File: src/rtl/tsbs_pkg.sv
// Shared types and constants for the texel store bilinear sampler.
// Used by the config block, the controller, the datapath and the top level.
package tsbs_pkg;

  localparam int unsigned MAX_WIDTH_DEF  = 256;
  localparam int unsigned MAX_HEIGHT_DEF = 256;

  localparam int unsigned APB_AW = 4;
  localparam int unsigned APB_DW = 32;

  localparam int unsigned DIM_W   = 9;   // width and height registers
  localparam int unsigned POS_W   = 8;   // texel_x and texel_y
  localparam int unsigned FIX_W   = 18;  // signed fixed point, 16 fraction bits
  localparam int unsigned FRAC_W  = 16;
  localparam int unsigned OUT_W   = 16;
  localparam int unsigned IDX_W   = 19;  // linear texel index before memory sizing
  localparam int unsigned NUM_CH  = 4;
  localparam int unsigned TEXEL_W = 32;

  typedef enum logic [1:0] {
    REG_TEX_WIDTH  = 2'd0,
    REG_TEX_HEIGHT = 2'd1,
    REG_FOUR_CH    = 2'd2
  } reg_idx_e;

  typedef enum logic [3:0] {
    ST_CLEAR,
    ST_IDLE,
    ST_WRITE,
    ST_SCALE,
    ST_BASE,
    ST_RD0,
    ST_RD1,
    ST_RD2,
    ST_RD3,
    ST_RWAIT,
    ST_MULA,
    ST_MULB,
    ST_FIN
  } state_e;

  // Neighbor texel selection: (x,y), (x+1,y), (x,y+1), (x+1,y+1)
  typedef enum logic [1:0] {
    TEX_00 = 2'd0,
    TEX_10 = 2'd1,
    TEX_01 = 2'd2,
    TEX_11 = 2'd3
  } tex_sel_e;

  typedef struct packed {
    logic [DIM_W-1:0] width;
    logic [DIM_W-1:0] height;
    logic             four_ch;
  } cfg_t;

  typedef struct packed {
    logic     load_in;
    logic     wr_texel;
    logic     clr_step;
    logic     scale;
    logic     base;
    logic     rd_en;
    tex_sel_e rd_sel;
    logic     mul_a;
    logic     mul_b;
    logic     out_load;
  } dp_cmd_t;

  typedef struct packed {
    logic clr_last;
  } dp_sts_t;

endpackage

File: src/rtl/tsbs_ctrl.sv
// Sequencer for clear, texel write and sample; owns the output valid flag.
// Depends on tsbs_pkg; drives the datapath through dp_cmd_t.
module tsbs_ctrl
  import tsbs_pkg::*;
(
  input  logic    clk_i,
  input  logic    rst_ni,
  input  logic    in_valid_i,
  output logic    in_ready_o,
  input  logic    kind_i,
  output logic    out_valid_o,
  input  logic    out_ready_i,
  input  dp_sts_t sts_i,
  output dp_cmd_t cmd_o
);

  state_e state_q, state_d;
  logic   out_valid_q;
  logic   out_free;

  assign out_free    = ~out_valid_q | out_ready_i;
  assign out_valid_o = out_valid_q;

  always_comb begin
    state_d = state_q;
    unique case (state_q)
      ST_CLEAR: if (sts_i.clr_last) state_d = ST_IDLE;
      ST_IDLE: begin
        if (in_valid_i) state_d = kind_i ? ST_SCALE : ST_WRITE;
      end
      ST_WRITE: state_d = ST_IDLE;
      ST_SCALE: state_d = ST_BASE;
      ST_BASE:  state_d = ST_RD0;
      ST_RD0:   state_d = ST_RD1;
      ST_RD1:   state_d = ST_RD2;
      ST_RD2:   state_d = ST_RD3;
      ST_RD3:   state_d = ST_RWAIT;
      ST_RWAIT: state_d = ST_MULA;
      ST_MULA:  state_d = ST_MULB;
      ST_MULB:  state_d = ST_FIN;
      ST_FIN:   if (out_free) state_d = ST_IDLE;
      default:  state_d = ST_IDLE;
    endcase
  end

  always_comb begin
    cmd_o      = '0;
    in_ready_o = 1'b0;
    unique case (state_q)
      ST_CLEAR: cmd_o.clr_step = 1'b1;
      ST_IDLE: begin
        in_ready_o    = 1'b1;
        cmd_o.load_in = in_valid_i;
      end
      ST_WRITE: cmd_o.wr_texel = 1'b1;
      ST_SCALE: cmd_o.scale = 1'b1;
      ST_BASE:  cmd_o.base = 1'b1;
      ST_RD0: begin
        cmd_o.rd_en  = 1'b1;
        cmd_o.rd_sel = TEX_00;
      end
      ST_RD1: begin
        cmd_o.rd_en  = 1'b1;
        cmd_o.rd_sel = TEX_10;
      end
      ST_RD2: begin
        cmd_o.rd_en  = 1'b1;
        cmd_o.rd_sel = TEX_01;
      end
      ST_RD3: begin
        cmd_o.rd_en  = 1'b1;
        cmd_o.rd_sel = TEX_11;
      end
      ST_RWAIT: ;
      ST_MULA:  cmd_o.mul_a = 1'b1;
      ST_MULB:  cmd_o.mul_b = 1'b1;
      ST_FIN:   cmd_o.out_load = out_free;
      default: ;
    endcase
  end

  always_ff @(posedge clk_i or negedge rst_ni) begin
    if (!rst_ni) begin
      state_q     <= ST_CLEAR;
      out_valid_q <= 1'b0;
    end else begin
      state_q <= state_d;
      if (cmd_o.out_load) begin
        out_valid_q <= 1'b1;
      end else if (out_ready_i) begin
        out_valid_q <= 1'b0;
      end
    end
  end

endmodule

File: config.mk
export PLATFORM = sky130hd
export DESIGN_NAME = tsbs_ctrl
export DESIGN_NICKNAME = d
export VERILOG_FILES = /design/src/rtl/tsbs_pkg.sv /design/src/rtl/tsbs_ctrl.sv
export SDC_FILE = /design/constraint.sdc
export NUM_CORES = 1
export LEC_CHECK = 0
export BUFFER_PORTS_ARGS = -buffer_cell sky130_fd_sc_hd__buf_2
export CORE_AREA = 4 4 41 43
export DETAILED_ROUTE_END_ITERATION = 6
export DIE_AREA = 0 0 45 47
export PLACE_DENSITY = 0.62
export SETUP_SLACK_MARGIN = 0.1
export SLEW_MARGIN = 10
export SYNTH_ARGS = -nofsm -noshare
export SYNTH_HDL_FRONTEND = slang
export SYNTH_SLANG_ARGS = --single-unit
export TNS_END_PERCENT = 1
File: constraint.sdc
create_clock -name clk_i -period 1.3 [get_ports clk_i]
set_input_delay 0 -clock clk_i [delete_from_list [all_inputs] [get_ports clk_i]]
set_output_delay 0 -clock clk_i [all_outputs]
set_load 0.02 [all_outputs]
==> results of run 1 <==
==> stage by stage <==
stage,instance area (sq um),worst slack (ns)
floorplan,373,0.128
global placement,482,0.153
detailed placement,482,0.128
CTS,592,-0.0356
global route,609,-0.0887
finish,609,-0.0341
==> cell families (layout without fill, tap and decap cells) <==
family / after synthesis / count (layout) / share of synthesized area
AND/OR/NAND/NOR: 23 / 23 / 0.352
AO/OA/AOI/OAI: 11 / 11 / 0.164
multiplexers: 2 / 2 / 0.0570
flip-flops: 5 / 5 / 0.336
buffers and inverters: 5 / 32 / 0.0906
==> state kept, by name (all words and copies together), names as in the netlist <==
signal,flops
out_valid_o,1
state_q,4
==> layout by cell type (no fill, tap or decap), types with 2 or more instances in the layout <==
master	netlist	layout
buf_2	0	11
buf_4	0	10
nor2_1	8	6
dfrtp_2	0	4
o21ai_0	3	3
o21ai_1	3	3
clkbuf_4	0	3
buf_6	2	3
nand2b_4	0	2
o22ai_1	2	2
nand2b_1	4	2
nor2_2	1	2
inv_1	2	2
a21oi_1	2	2
==> how the worst max path moves through the flow <==
stage                 endpoint  startpoint  cells after the start  slack, ns
floorplan             cmd_o[4]  state_q[0]                      4       0.13
global route          cmd_o[3]  state_q[3]                      4      -0.09
global placement    state_q[0]  state_q[3]                      3       0.15
finish                cmd_o[3]  state_q[2]                      4      -0.03
detailed placement    cmd_o[0]  state_q[1]                      3       0.13
CTS                   cmd_o[3]  state_q[2]                      4      -0.04
==> per-layer routing <==
| metal | track usage | vias to the layer above | wire length (um) |
|---|---|---|---|
| met2 | 0.178 | 17 | 494 |
| met4 | 0.0351 | 0 | 0 |
| li1 | - | 211 | - |
| met3 | 0.0575 | 0 | 94 |
| met1 | 0.126 | 188 | 416 |
| met5 | 0 | - | 0 |
==> power groups by stage <==
stage	Clock, mW	Combinational (mW)	Sequential (mW)
detailed placement	0	0.755	0.321
finish	0.179	0.942	0.350
global route	0.200	1.03	0.362
floorplan	0	0.595	0.287
global placement	0	0.754	0.320
CTS	0.184	0.923	0.345
==> worst max-delay path: cells and delay by family, from the launching register on <==
| family | cells | cell delay, ns |
|---|---|---|
| buffers and inverters | 1 | 0.14 |
| DFF | 1 | 0.45 |
| muxes | 1 | 0.26 |
| and+or+nand+nor | 2 | 0.24 |
==> layout make-up <==
type / count / area [sq um]
clock buffer: 4 / 26.3
sequential: 5 / 130
inverter: 3 / 11.3
multi-input combinational: 36 / 249
tap: 15 / 18.8
timing repair buffer: 25 / 174
fill: 141 / 692
==> what timing repair did <==
action                     in CTS  in global routing
resized for setup              17                  5
hold buffers                    1                  0
setup buffers                   3                  0
pin swaps                       2                  3
hold endpoints to repair        5                  0
setup endpoints to repair      12                 15
==> impl_metrics.yaml, run 1 <==
outcome:
  status: "finished with violations"
  violations: "negative setup slack"
synthesis:
  yosysMostFrequentCell: "nor2_1"
  synth_top_area_frac: 0.336
  netlist_top_cells_count: "nor2_1, dfrtp_1, nand2b_1"
  synth_area_leaders: "dfrtp_1, nor2_1, nand2b_1, buf_6, o21ai_0"
  seq_area_frac_synth: 0.336
  synth_edf_count: 0
  ys_types: 22
  yosysWarnings: 0
  synth_area_per_cell_sq_um: 8.11
  ys_ff_latch: 5
  syn-instance-count: 46
  synth_top_area_cell: "dfrtp_1"
  async_flop_share: 1.00
  netlist_area_sq_um: 373
  synth_nets: 52
  synth_flop_cell: "dfrtp_1"
place:
  portBuffers: 18
  place_hpwl_um: 722
  routabilityCongestion: 0.772
  dp.cells: 80
clock_tree:
  cts_tree: "built"
  cts_made_buffers: 3
  cts_root_buffer: "clkbuf_4"
  insertion_delay_ns: 0.24
  clk_pin_slew_ns: 0.05
  cts_max_level: 1
  cts_num_sinks: 5
  clk_path_buf_depth: 2
timing:
  tns_ns: -0.0520
  whs_ns: 0.0656
  rsz0062_at_grt: "yes"
  fin_crit_sh: 1.03
  fmax_mhz: 750
  hold_viol_final: 0
  relSlewSlack: 0.812
  post-route-min-period_ns: 1.33
  setup_slack_ns: -0.0341
  worst_slew_pin_slew_ns: 0.281
  finClkSkew_ns: 0.00540
  slew_violations: 0
  setup_viol: 2
finish:
  syn_to_final_growth_pct: 63.4
  final_util: 0.468
  nets: 80
  drive_above_1_share: 0.589
  diodes: 0
  instances_no_fill: 88
pwr:
  static-leakage-power_nw: 0.287
  max-vdd-ir-drop_mv: 0.975
  p_sw_uw: 683
  comb_power_share: 0.641
  swShare: 0.464
  power_frac_seq: 0.238
  internal-power_uw: 788
  clkPwrFrac: 0.122
  p_per_area_mw_per_mm2: 2410
  finalPower_mw: 1.47
die:
  start_util: 0.287
  fp.dieW_um: 45
  dieArea_sq_mm: 0.00212
  io_pins: 19
  rows: 13
  die_h_um: 47
  core-area_sq_mm: 0.00130
routing:
  avgRoutedWirePerCell_um: 11.4
  ant_nets: 0
  vias: 416
  totalWireLength_um: 1010
  avgViaCountPerCell: 4.73
  drt_iter0_drc: 13
  drc: 0
  firstDrtPassIters: 6
global_routing:
  grt_pass1_wl_um: 1650
  grt_use_total: 0.110
  grt_pass1_vias: 385
  grt_max_degree: 8
  overflow: 0
  grt_antenna_before_repair: 0
critical_path:
  slowest_stage: "dfrtp_2"
  r2r_slack_ns: 0.10
  worstPathCellList: "nand2b_4 -> mux2_2 -> nor2_2 -> buf_4"
  start_kind: "register"
  path_max_fanout: 6
  crit-reg2reg-launch: "state_q[1]"
  worst_r2r_endpoint: "state_q[3]"
  cp-end-kind: "output pin"
  crit_required_ns: 1.30
  worstPathArrival_ns: 1.33
  worstSetupPathType: "reg -> out"
  ff2ff_path_depth: 4
  cp_slowest_stage_delay_ns: 0.45
worst_hold_path:
  hold_path.startpoint: "in_valid_i"
  worst_hold_path.num_cells: 3
  min_path_type: "in -> reg"
  min_to: "state_q[1]"
job:
  maxCapViolations: 0
(Power assumes the default switching activity.)
==> run 2, diff against run 1 <==
--- a/config.mk
+++ b/config.mk
@@ -5,11 +5,13 @@
 export SDC_FILE = /design/constraint.sdc
 export NUM_CORES = 1
 export LEC_CHECK = 0
+export ABC_CLOCK_PERIOD_IN_PS = 1100
 export BUFFER_PORTS_ARGS = -buffer_cell sky130_fd_sc_hd__buf_2
 export CORE_AREA = 4 4 41 43
+export CTS_BUF_LIST = sky130_fd_sc_hd__clkbuf_4
 export DETAILED_ROUTE_END_ITERATION = 6
 export DIE_AREA = 0 0 45 47
-export PLACE_DENSITY = 0.62
+export PLACE_DENSITY = 0.64
 export SETUP_SLACK_MARGIN = 0.1
 export SLEW_MARGIN = 10
 export SYNTH_ARGS = -nofsm -noshare
==> constraint.sdc (replaced) <==
create_clock -name clk_i -period 1.1 [get_ports clk_i]
set_input_delay 0 -clock clk_i [delete_from_list [all_inputs] [get_ports clk_i]]
set_output_delay 0 -clock clk_i [all_outputs]
set_load 0.02 [all_outputs]
==> run 2 against run 1 <==
Effect of this change: the flow still finishes with violations (negative setup slack); combinational power up 42%; flip-flop and latch count did not move; worst setup slack lost 0.21 ns; critical endpoint unchanged; worst hold slack better by 0.0045 ns; register-to-register slack got worse by 0.12 ns; clock-buffer cell count did not move; routed wire length rose by 13%; clock power rose by 32%; design area increased by 12%; via count rose by 7.5%; sequential share of layout area fell by 2.5 points.
==> impl_metrics.yaml, run 2 (synthesized netlist as in run 1, its figures left out) <==
outcome:
  status: "finished with violations"
  violations: "negative setup slack"
clock_tree:
  insertion_delay_ns: 0.24
  cts_num_sinks: 5
  clk_path_buf_depth: 2
  clk_pin_slew_ns: 0.04
  cts_max_level: 1
  cts_tree: "built"
  cts_made_buffers: 3
  cts_root_buffer: "clkbuf_4"
finish:
  final_cell_mix: "buf_4, buf_2, buf_6"
  syn_to_final_growth_pct: 82.9
  nets: 80
  mostFrequentLayoutCell: "buf_4"
  final_util: 0.524
  fill_cells: 149
  top_register: "state_q"
  diodes: 0
  drive_above_1_share: 0.671
  largest_reg_flops: 4
critical_path:
  start_kind: "register"
  worstPathArrival_ns: 1.35
  crit_required_ns: 1.10
  worstSetupPathType: "reg -> out"
  slowest_stage: "dfrtp_2"
  path_max_fanout: 8
  cp_slowest_stage_delay_ns: 0.47
  cp-end-kind: "output pin"
  worstPathCellList: "nand2b_4 -> mux2_4 -> nor2_4 -> buf_6"
  crit_buf_inv: 1
  crit_family: "flip-flops"
place:
  portBuffers: 18
  routabilityCongestion: 0.827
  place_hpwl_um: 821
  dp_slack_ns: -0.0793
global_routing:
  grt_max_degree: 9
  overflow: 0
  grt_pass1_vias: 449
  grt_use_total: 0.125
  grt_antenna_before_repair: 0
  grt_pass1_wl_um: 1820
routing:
  ant_nets: 0
  drc: 0
  vias: 447
  firstDrtPassIters: 4
  avgViaCountPerCell: 5.08
  avgRoutedWirePerCell_um: 13.0
  totalWireLength_um: 1140
  drt_iter0_drc: 4
timing:
  tns_ns: -2.04
  hold_viol_final: 0
  post-route-min-period_ns: 1.35
  worst_slew_pin_slew_ns: 0.248
  finClkSkew_ns: 0.00176
  fin_crit_sh: 1.23
  fmax_mhz: 742
  setup_viol: 15
  rsz0062_at_grt: "yes"
  setup_slack_ns: -0.248
  slew_violations: 0
  relSlewSlack: 0.835
die:
  start_util: 0.287
  rows: 13
  fp.dieW_um: 45
  dieArea_sq_mm: 0.00212
  die_h_um: 47
  core-area_sq_mm: 0.00130
  io_pins: 19
job:
  maxCapViolations: 0
pwr:
  p_per_area_mw_per_mm2: 2890
  static-leakage-power_nw: 0.307
  max-vdd-ir-drop_mv: 1.51
  finalPower_mw: 1.97
worst_hold_path:
  min_path_type: "in -> reg"
-- run 2: cell counts in the layout (fill, tap and decap cells not counted) --
No cell type changed its count.
-- run 2: cell type report --
cell class              count  area [sq um]  share of cell area
flip-flops and latches      5           129               0.189
inverters                   3          11.3              0.0165
well taps                  15          18.8              0.0275
multi-input cells          36           300               0.440
repair buffers             25           193               0.283
clock buffers               4          30.0              0.0440
-- run 2: worst min-delay path, stage by stage --
cell     delay [ns]
buf_2          0.10
a21oi_1        0.07
nor2_1         0.10
-- run 2: stage by stage --
stage | hold WS [ns] | std cells | cell area, sq um
after floorplan | -0.296 | 46 | 395
after global placement | -0.176 | 82 | 519
after detailed placement | -0.175 | 82 | 519
after CTS | 0.0541 | 87 | 634
after global routing | 0.0767 | 88 | 682
final | 0.0701 | 88 | 682
-- run 2: worst paths after layout --
check	slack, ns	depth (start not counted)	endpoint	start
max in group asynchronous	0.85	2	state_q[1]	rst_ni
setup reg to reg	-0.02	4	state_q[2]	state_q[1]
setup / recovery	-0.25	4	cmd_o[3]	state_q[2]
hold / removal	0.07	3	state_q[1]	in_valid_i
min in group asynchronous	0.10	2	state_q[2]	rst_ni
hold reg to reg	0.59	2	out_valid_o	out_valid_o
-- run 2: repair_timing --
action	CTS	global route
pin swaps	2	2
hold buffers	1	0
buffers inserted	0	1
setup endpoints to repair	17	16
endpoints found under the hold margin	5	0
gates resized for setup	21	14
-- run 2: metal layers --
metal,vias to the layer above,global-route usage,wire length (um)
li1,215,-,-
met1,212,0.145,473
met2,18,0.181,570
met3,2,0.0421,73
met4,0,0.117,23
met5,-,0,0
-- run 2: power by group --
part	total, mW	internal (mW)	switching, mW
Clock	0.236	0.162	0.0748
Sequential	0.396	0.265	0.131
Combinational	1.34	0.627	0.713
