File: src/rtl/tsbs_pkg.sv
// Shared types and constants for the texel store bilinear sampler.
// Used by the config block, the controller, the datapath and the top level.
package tsbs_pkg;

  localparam int unsigned MAX_WIDTH_DEF  = 256;
  localparam int unsigned MAX_HEIGHT_DEF = 256;

  localparam int unsigned APB_AW = 4;
  localparam int unsigned APB_DW = 32;

  localparam int unsigned DIM_W   = 9;   // width and height registers
  localparam int unsigned POS_W   = 8;   // texel_x and texel_y
  localparam int unsigned FIX_W   = 18;  // signed fixed point, 16 fraction bits
  localparam int unsigned FRAC_W  = 16;
  localparam int unsigned OUT_W   = 16;
  localparam int unsigned IDX_W   = 19;  // linear texel index before memory sizing
  localparam int unsigned NUM_CH  = 4;
  localparam int unsigned TEXEL_W = 32;

  typedef enum logic [1:0] {
    REG_TEX_WIDTH  = 2'd0,
    REG_TEX_HEIGHT = 2'd1,
    REG_FOUR_CH    = 2'd2
  } reg_idx_e;

  typedef enum logic [3:0] {
    ST_CLEAR,
    ST_IDLE,
    ST_WRITE,
    ST_SCALE,
    ST_BASE,
    ST_RD0,
    ST_RD1,
    ST_RD2,
    ST_RD3,
    ST_RWAIT,
    ST_MULA,
    ST_MULB,
    ST_FIN
  } state_e;

  // Neighbor texel selection: (x,y), (x+1,y), (x,y+1), (x+1,y+1)
  typedef enum logic [1:0] {
    TEX_00 = 2'd0,
    TEX_10 = 2'd1,
    TEX_01 = 2'd2,
    TEX_11 = 2'd3
  } tex_sel_e;

  typedef struct packed {
    logic [DIM_W-1:0] width;
    logic [DIM_W-1:0] height;
    logic             four_ch;
  } cfg_t;

  typedef struct packed {
    logic     load_in;
    logic     wr_texel;
    logic     clr_step;
    logic     scale;
    logic     base;
    logic     rd_en;
    tex_sel_e rd_sel;
    logic     mul_a;
    logic     mul_b;
    logic     out_load;
  } dp_cmd_t;

  typedef struct packed {
    logic clr_last;
  } dp_sts_t;

endpackage

File: src/rtl/tsbs_cfg.sv
// Configuration registers behind an APB-style port, plus the clamped
// effective texture size. Depends on tsbs_pkg.
module tsbs_cfg
  import tsbs_pkg::*;
#(
  parameter int unsigned MAX_WIDTH  = MAX_WIDTH_DEF,
  parameter int unsigned MAX_HEIGHT = MAX_HEIGHT_DEF
) (
  input  logic              clk_i,
  input  logic              rst_ni,
  input  logic              psel,
  input  logic              penable,
  input  logic              pwrite,
  input  logic [APB_AW-1:0] paddr,
  input  logic [APB_DW-1:0] pwdata,
  output logic [APB_DW-1:0] prdata,
  output logic              pready,
  output cfg_t              cfg_o
);

  logic [DIM_W-1:0] tex_width_q, tex_width_d;
  logic [DIM_W-1:0] tex_height_q, tex_height_d;
  logic             four_ch_q, four_ch_d;
  logic             wr_en;
  reg_idx_e         reg_idx;

  assign pready  = 1'b1;
  assign wr_en   = psel & penable & pwrite;
  assign reg_idx = reg_idx_e'(paddr[APB_AW-1:2]);

  always_comb begin
    tex_width_d  = tex_width_q;
    tex_height_d = tex_height_q;
    four_ch_d    = four_ch_q;
    if (wr_en) begin
      unique case (reg_idx)
        REG_TEX_WIDTH:  tex_width_d  = pwdata[DIM_W-1:0];
        REG_TEX_HEIGHT: tex_height_d = pwdata[DIM_W-1:0];
        REG_FOUR_CH:    four_ch_d    = pwdata[0];
        default: ;
      endcase
    end
  end

  always_ff @(posedge clk_i or negedge rst_ni) begin
    if (!rst_ni) begin
      tex_width_q  <= DIM_W'(256);
      tex_height_q <= DIM_W'(256);
      four_ch_q    <= 1'b1;
    end else begin
      tex_width_q  <= tex_width_d;
      tex_height_q <= tex_height_d;
      four_ch_q    <= four_ch_d;
    end
  end

  always_comb begin
    unique case (reg_idx)
      REG_TEX_WIDTH:  prdata = APB_DW'(tex_width_q);
      REG_TEX_HEIGHT: prdata = APB_DW'(tex_height_q);
      REG_FOUR_CH:    prdata = APB_DW'(four_ch_q);
      default:        prdata = '0;
    endcase
  end

  // Clamp the size registers to [1, MAX]
  always_comb begin
    if (tex_width_q == '0) begin
      cfg_o.width = DIM_W'(1);
    end else if (32'(tex_width_q) > MAX_WIDTH) begin
      cfg_o.width = DIM_W'(MAX_WIDTH);
    end else begin
      cfg_o.width = tex_width_q;
    end
    if (tex_height_q == '0) begin
      cfg_o.height = DIM_W'(1);
    end else if (32'(tex_height_q) > MAX_HEIGHT) begin
      cfg_o.height = DIM_W'(MAX_HEIGHT);
    end else begin
      cfg_o.height = tex_height_q;
    end
    cfg_o.four_ch = four_ch_q;
  end

endmodule

File: config.mk
export PLATFORM = sky130hd
export DESIGN_NAME = tsbs_cfg
export DESIGN_NICKNAME = d
export VERILOG_FILES = /design/src/rtl/tsbs_pkg.sv /design/src/rtl/tsbs_cfg.sv
export SDC_FILE = /design/constraint.sdc
export NUM_CORES = 1
export LEC_CHECK = 0
export ABC_CLOCK_PERIOD_IN_PS = 1700
export BUFFER_PORTS_ARGS = -buffer_cell sky130_fd_sc_hd__buf_2
export CORE_UTILIZATION = 39
export DETAILED_ROUTE_END_ITERATION = 12
export PLACE_DENSITY = 0.77
export SYNTH_ARGS = -nofsm -noshare
export SYNTH_HDL_FRONTEND = slang
export SYNTH_SLANG_ARGS = --single-unit
File: constraint.sdc
create_clock -name clk_i -period 1.7 [get_ports clk_i]
set_input_delay 0.255 -clock clk_i [delete_from_list [all_inputs] [get_ports clk_i]]
set_output_delay 0.255 -clock clk_i [all_outputs]
set_load 0.05 [all_outputs]
==> results of run 1 <==
==> synth_stat cells (all sizes together) <==
master and count:
dfstp 3, nor3 3, nand3b 1, or3b 1, nor2b 14, nor2 10
mux2 19, o21ai 1, buf 27, nor3b 1, a21oi 2, conb 2
nand3 1, mux2i 9, dfrtp 16, clkbuf 5, nor4 2
==> metal layers <==
layer	wire [µm]	up-vias
li1	-	441
met1	1166	431
met2	1207	50
met3	167	5
met4	40	0
met5	0	-
==> cells by family after synthesis <==
family,after synthesis,synth area share
and+or+nand+nor,33,0.1527
buffers and inverters,32,0.1776
AOI/OAI and AO/OA,3,0.01197
muxes,28,0.2695
DFF,19,0.3822
other,2,0.005990
==> registers in the layout, summed over array words and instances (netlist names) <==
signal,cells
tex_width_q,9
tex_height_q,9
four_ch_q,1
==> metrics by stage <==
stage | hold WS [ps] | instances
after floorplan | -40.59 | 139
after global placement | 206.1 | 197
after detailed placement | 223.4 | 197
after CTS | 183.6 | 202
after global routing | 169.6 | 211
final | 188.1 | 211
==> cell type report <==
cell class / instances / area, µm² / area share
Clock buffer: 4 / 26.28 / 0.01713
Timing Repair Buffer: 56 / 330.3 / 0.2153
Sequential cell: 19 / 479.2 / 0.3124
Tap cell: 44 / 55.05 / 0.03589
Multi-Input combinational cell: 88 / 643.1 / 0.4193
==> worst paths after layout <==
check,slack (ps),start,depth (start not counted),endpoint
max reg2reg,770,tex_width_q[8],2,tex_width_q[8]
min in group asynchronous,400,rst_ni,2,tex_width_q[3]
min reg2reg,560,tex_height_q[0],1,tex_height_q[0]
max in group asynchronous,960,rst_ni,2,tex_width_q[8]
min,190,pwdata[5],2,tex_height_q[5]
max,20,tex_width_q[3],4,cfg_o[10]
==> power groups by stage <==
stage	Sequential (mW)	Combinational, mW	Clock, mW
floorplan	0.644	0.978	0
global placement	0.704	1.08	0
detailed placement	0.712	1.09	0
CTS	0.707	1.11	0.240
global route	0.691	1.27	0.269
finish	0.676	1.22	0.238
==> repair_timing <==
action / in CTS / in global routing
endpoints found under the setup margin: 3 / 3
hold buffers: 1 / 0
resized for setup: 5 / 1
pin swaps: 0 / 1
hold endpoints to repair: 16 / 0
buffers inserted: 0 / 9
==> results.txt, run 1 <==
run status = finished, final reports clean
grt met1 use = 0.2123
Die Y = 58.70 µm
Clock Sinks = 19
Final Core Density = 0.5025
setup_tns = 0 ps
min Tclk post-route = 1676 ps
fillers = 305
first-pass GRT wire length = 4077 µm
drt first pass iters = 4
Worst path slowest cell = dfrtp_1
DRC viols = 0
Design Area, Final = 0.001534 mm²
PD cells = 1388 mW/mm²
CP endpoint kind = output port
GRT overflow = 0
GR Util met3 = 0.02637
area leader, netlist = dfrtp_1
Initial Util = 0.4107
Initial DRC Count = 16
largest net degree at the start of global routing = 20
critical path class = reg -> out
core area = 0.003053 mm²
Worst setup SP type = flop
Final Power = 2.129 mW
Seq pwr share = 0.317
Slew HR = 0.5980
commonest non-fill, non-tap cell in the layout = buf_2
Internal = 1.041 mW
die width = 58.70 µm
I/O pins = 93
Worst Path Required = 1440 ps
CTS Buffer Depth = 2
global routing usage on met2 = 0.2627
diodes inserted = 0
max-slew violations = 0
GRT busiest layer = met2
Synth top area share = 0.3194
Net Sw Power = 1.088 mW
Avg Inst Size Synth = 10.72 µm²
full die area = 0.003445 mm²
Comb power frac = 0.571
Clk network pwr share = 0.112
WL/cell = 12.23 µm
worst min path class = in -> reg
Placed Area = 0.001409 mm²
RD Place Congestion = 0.7696
pre-CTS WS = 70.76 ps
share of cells above drive strength 1 = 0.5030
PortBufs = 43
Area growth syn-to-layout = 22.36%
Critical Path, Cell by Cell = nor4_2, a21oi_1, nor2_1, buf_6
clk slew on worst S/H paths = 110 ps
routed vias = 927
synthesized cell area = 0.001254 mm²
Finish-stage setup viols = 0
sw frac = 0.5111
Max Clock Skew = 0 ps
fmax = 596.6 MHz
synth top area cells = dfrtp_1 32%, buf_4 15%, mux2_4 11%
total track usage = 0.1600
Leakage = 0.8298 nW
slack of the critical path = 23.70 ps
flops & latches, synth = 19
CTS root buf = clkbuf_4
RSZ-0062 raised after global routing = true
Tcrit/Tclk final = 0.9861
number of max-cap violations = 0
Distinct cells, synth = 21
final hold vios = 0
DP HPWL = 1924 µm
vias per cell = 4.393
clock insertion delay at the later pin of the skew report = 300 ps
most frequent cells in the layout = 40 x buf_2, 24 x conb_1, 16 x dfrtp_1, 14 x nor2b_1, 13 x buf_4
Num CTS Buffers = 3
number of global-route vias before repair = 844
Mapped Cells = 117
Post-Route WL = 2581 µm
Syn. warnings = 0
CP bufs+invs = 1
nets = 209
worst vdd ir = 0.0006346 V
TritonCTS clock tree = done
delay-heaviest family, CP = simple AND/OR/NAND/NOR gates
crit-path max cell delay = 420 ps
CTS H-tree depth = 1
Tightest Pin Transition = 603.0 ps
WP data arrival = 1420 ps
Seq/Total Area, Yosys = 0.3822
cell row count = 20
initial antenna violation count = 0
Antenna Nets Post-Route = 0
biggest fanout along the worst timing path = 3
Power figures use the tool's default switching activity.
==> run 2: changes to the inputs <==
--- a/config.mk
+++ b/config.mk
@@ -7,6 +7,7 @@
 export LEC_CHECK = 0
 export ABC_CLOCK_PERIOD_IN_PS = 1700
 export BUFFER_PORTS_ARGS = -buffer_cell sky130_fd_sc_hd__buf_2
+export CORE_MARGIN = 8
 export CORE_UTILIZATION = 39
 export DETAILED_ROUTE_END_ITERATION = 12
 export PLACE_DENSITY = 0.77
==> results.txt, run 2 (synthesized netlist as in run 1, its figures left out) <==
CTS H-tree depth = 1
Num CTS Buffers = 3
vias per cell = 4.505
Finish-stage setup viols = 0
clock insertion delay at the later pin of the skew report = 290 ps
share of cells above drive strength 1 = 0.4938
run status = finished, final reports clean
pre-CTS WS = 82.25 ps
full die area = 0.005285 mm²
number of max-cap violations = 0
Initial Util = 0.4107
WP data arrival = 1410 ps
worst min path class = in -> reg
Worst setup SP type = flop
CTS root buf = clkbuf_4
PortBufs = 43
hold path cells = 2
die width = 72.70 µm
DRC viols = 0
global routing usage on met2 = 0.1849
most frequent cells in the layout = 40 x buf_2, 24 x conb_1, 16 x dfrtp_1, 14 x nor2b_1, 10 x mux2_2
Worst Path Required = 1440 ps
Post-Route WL = 3003 µm
RD Place Congestion = 0.7701
I/O pins = 93
commonest non-fill, non-tap cell in the layout = buf_2
cell row count = 20
final hold vios = 0
drt first pass iters = 2
Leakage = 0.8063 nW
first-pass GRT wire length = 4705 µm
core area = 0.003053 mm²
GR Util met3 = 0.03846
fmax = 599.5 MHz
routed vias = 928
CP endpoint kind = output port
total track usage = 0.1128
Design Area, Final = 0.001506 mm²
GRT busiest layer = met2
slack of the critical path = 31.99 ps
Tcrit/Tclk final = 0.9812
Die Y = 72.70 µm
PD cells = 1390 mW/mm²
biggest regs = tex_height_q: 9 flops, tex_width_q: 9 flops, four_ch_q: 1 flops
min Tclk post-route = 1668 ps
Initial DRC Count = 44
CTS Buffer Depth = 2
Tightest Pin Transition = 585.2 ps
Max Clock Skew = 0 ps
worst r2r path cells = 2
biggest fanout along the worst timing path = 4
worst vdd ir = 0.0008183 V
Area growth syn-to-layout = 20.16%
largest net degree at the start of global routing = 20
Antenna Nets Post-Route = 0
DP HPWL = 2368 µm
Placed Area = 0.001416 mm²
TritonCTS clock tree = done
GRT overflow = 0
WL/cell = 14.58 µm
Clock Sinks = 19
clk slew on worst S/H paths = 100 ps
number of global-route vias before repair = 1014
critical path class = reg -> out
nets = 204
RSZ-0062 raised after global routing = true
max-slew violations = 0
Slew HR = 0.6099
grt met1 use = 0.1303
fillers = 296
Final Power = 2.094 mW
initial antenna violation count = 0
diodes inserted = 0
==> run 2: cell count changes in the layout (fill, tap and decap cells not counted), sizes merged <==
cell / change
buf: -5
==> run 2: final timing paths <==
check | start | slack (ps) | endpoint
max in group asynchronous | rst_ni | 950 | tex_height_q[8]
min | pwdata[8] | 200 | tex_height_q[8]
min in group asynchronous | rst_ni | 420 | tex_height_q[6]
max | tex_height_q[5] | 30 | cfg_o[1]
min reg2reg | tex_height_q[0] | 560 | tex_height_q[0]
max reg2reg | tex_height_q[8] | 760 | tex_height_q[8]
==> run 2: repair_timing <==
| item | in CTS | in global routing |
|---|---|---|
| hold buffers | 1 | 0 |
| pin swaps | 0 | 2 |
| endpoints found under the setup margin | 3 | 3 |
| buffers inserted | 0 | 3 |
| cloned | 0 | 0 |
| hold endpoints to repair | 16 | 0 |
| resized for setup | 5 | 3 |
==> run 2: cell type report <==
type / count / area (µm²) / area share
multi-input cells: 88 / 649.4 / 0.4311
flip-flops and latches: 19 / 479.2 / 0.3181
repair buffers: 51 / 296.5 / 0.1968
well taps: 44 / 55.05 / 0.03654
clock buffers: 4 / 26.28 / 0.01744
==> run 2: where the power goes <==
part | internal, mW | switching, mW | total [mW] | leakage [nW]
combinational | 0.351 | 0.828 | 1.18 | 0.564
clock | 0.0912 | 0.131 | 0.222 | 0.0150
sequential | 0.570 | 0.124 | 0.694 | 0.228
==> run 2: per-layer routing <==
layer / share of wire / vias up
met4: 0.014 / 0
met3: 0.12 / 4
li1: - / 428
met5: 0 / -
met2: 0.44 / 52
met1: 0.43 / 444
==> run 2: stage by stage <==
stage	hold WS (ps)	std cells	TNS, ps	util
after global placement	205.7	198	0	0.4639
after global routing	186.7	206	-57.60	0.4934
after floorplan	-40.59	139	0	-
final	203.3	206	0	0.4934
after CTS	198.2	203	-5.824	0.4816
after detailed placement	221.2	198	0	0.4639
==> run 2: worst max-delay path, cell delays in order, from the launching register on <==
cell and delay (ps):
dfrtp_1 430, nor3_1 260, a21oi_1 100, nor2_1 160, buf_6 180
==> run 3: changes to the inputs <==
--- a/config.mk
+++ b/config.mk
@@ -11,6 +11,8 @@
 export CORE_UTILIZATION = 39
 export DETAILED_ROUTE_END_ITERATION = 12
 export PLACE_DENSITY = 0.77
+export RECOVER_POWER = 100
+export REMOVE_ABC_BUFFERS = 1
 export SYNTH_ARGS = -nofsm -noshare
 export SYNTH_HDL_FRONTEND = slang
 export SYNTH_SLANG_ARGS = --single-unit
==> results.txt, run 3 (synthesized netlist as in run 1, its figures left out) <==
r2r setup slk = 740 ps
run status = finished, final reports clean
CTS root buf = clkbuf_4
Antenna Nets Post-Route = 0
Finish-stage setup viols = 0
Max Clock Skew = 0 ps
CTS H-tree depth = 1
RD Place Congestion = 0.8000
Worst setup SP type = flop
number of global-route vias before repair = 987
Critical Path, Cell by Cell = nor4_2, a21oi_1, nor2_1, buf_6
diodes inserted = 0
Placed Area = 0.001406 mm²
Worst Path Required = 1440 ps
cell row count = 20
RSZ-0062 raised after global routing = true
worst min path class = in -> reg
I/O pins = 93
delay-heaviest family, CP = flip-flops
GRT overflow = 0
hold path cells = 2
crit-path max cell delay = 430 ps
CTS Buffer Depth = 2
DP HPWL = 2374 µm
CP bufs+invs = 1
Design Area, Final = 0.001446 mm²
worst flop-to-flop path startpoint = tex_height_q[4]
PortBufs = 43
Clock Sinks = 19
biggest regs = tex_height_q: 9 flops, tex_width_q: 9 flops, four_ch_q: 1 flops
PD cells = 1415 mW/mm²
WL/cell = 14.94 µm
most frequent cells in the layout = 25 x clkbuf_2, 24 x conb_1, 16 x dfrtp_1, 14 x nor2b_1, 14 x buf_2
Tightest Pin Transition = 1059 ps
worst vdd ir = 0.0007032 V
max-slew violations = 0
Post-Route WL = 3047 µm
commonest non-fill, non-tap cell in the layout = clkbuf_2
clk slew on worst S/H paths = 110 ps
WHS Endpoint = tex_height_q[1]
Placed Cells = 197
number of max-cap violations = 0
CP Launch Point = tex_width_q[6]
clock insertion delay at the later pin of the skew report = 300 ps
Area growth syn-to-layout = 15.37%
WL met1 = 1263 µm
footprint of the multi-input gates = 608.1 µm²
register area = 479.2 µm²
drt first pass iters = 4
Initial DRC Count = 5
routed vias = 903
CP endpoint kind = output port
min Tclk post-route = 1695 ps
Reg-to-Reg End = tex_height_q[4]
full die area = 0.005285 mm²
core area = 0.003053 mm²
Num CTS Buffers = 3
critical path class = reg -> out
WHS = 165.2 ps
DRC viols = 0
hold path startpoint = pwdata[1]
fillers = 309
WP data arrival = 1440 ps
DR WL met2 = 1441 µm
total track usage = 0.1143
biggest fanout along the worst timing path = 4
nets = 202
Slew HR = 0.2937
metal3 WL = 294 µm
Initial Util = 0.4107
Tcrit/Tclk final = 0.9973
Die Y = 72.70 µm
largest net degree at the start of global routing = 20
final hold vios = 0
Worst path slowest cell = dfrtp_1
fmax = 589.8 MHz
Highest Signal Layer = met4
first-pass GRT wire length = 4698 µm
TritonCTS clock tree = done
vias per cell = 4.426
Final Non-Filler Cells = 204
Final Power = 2.047 mW
die width = 72.70 µm
Leakage = 0.7387 nW
initial antenna violation count = 0
worst r2r path cells = 2
share of cells above drive strength 1 = 0.4125
## run 3: cell count changes in the layout (fill, tap and decap cells not counted), moves of 3 or more
cell,delta
clkbuf_2,+25
buf_4,-3
mux2_1,+9
buf_2,-26
mux2_4,-9
## run 3: what timing repair did
item | in CTS | in global routing
hold buffers | 1 | 0
endpoints found under the setup margin | 2 | 3
pin swaps | 0 | 1
gates resized for setup | 5 | 4
cloned | 0 | 0
endpoints found under the hold margin | 16 | 0
setup buffers | 2 | 0
## run 3: per-stage QoR
stage | setup slack [ps] | TNS [ps] | util
after detailed placement | 84.07 | 0 | 0.4607
final | 4.556 | 0 | 0.4738
after CTS | 3.435 | 0 | 0.4848
after global placement | 115.6 | 0 | 0.4607
after floorplan | -88.81 | -139.9 | -
after global routing | -80.44 | -180.5 | 0.4738
## run 3: layer usage
layer  vias to the layer above  global-route usage
met3                         5             0.03297
met1                       428              0.1271
met2                        46              0.1948
li1                        424                   -
met4                         0             0.05333
met5                         -                   0
## run 3: area by class of cell
type | instances | share of cell area
tap | 44 | 0.03806
clock buffer | 3 | 0.01557
multi-input combinational | 88 | 0.4204
clock inverter | 1 | 0.003460
timing repair buffer | 49 | 0.1912
sequential | 19 | 0.3313
## run 3: worst max-delay path by stage
stage	slack [ps]	endpoint	cells after the start
4_1_cts	3	prdata[8]	3
5_1_grt	-80	cfg_o[10]	4
3_3_place_gp	120	tex_height_q[1]	4
6_report	5	cfg_o[10]	4
2_1_floorplan	-90	prdata[8]	2
3_5_place_dp	80	tex_height_q[0]	4
## run 3: power breakdown
part | total [mW] | switching [mW] | internal [mW]
sequential | 0.705 | 0.135 | 0.571
combinational | 1.11 | 0.815 | 0.293
clock | 0.234 | 0.146 | 0.0879
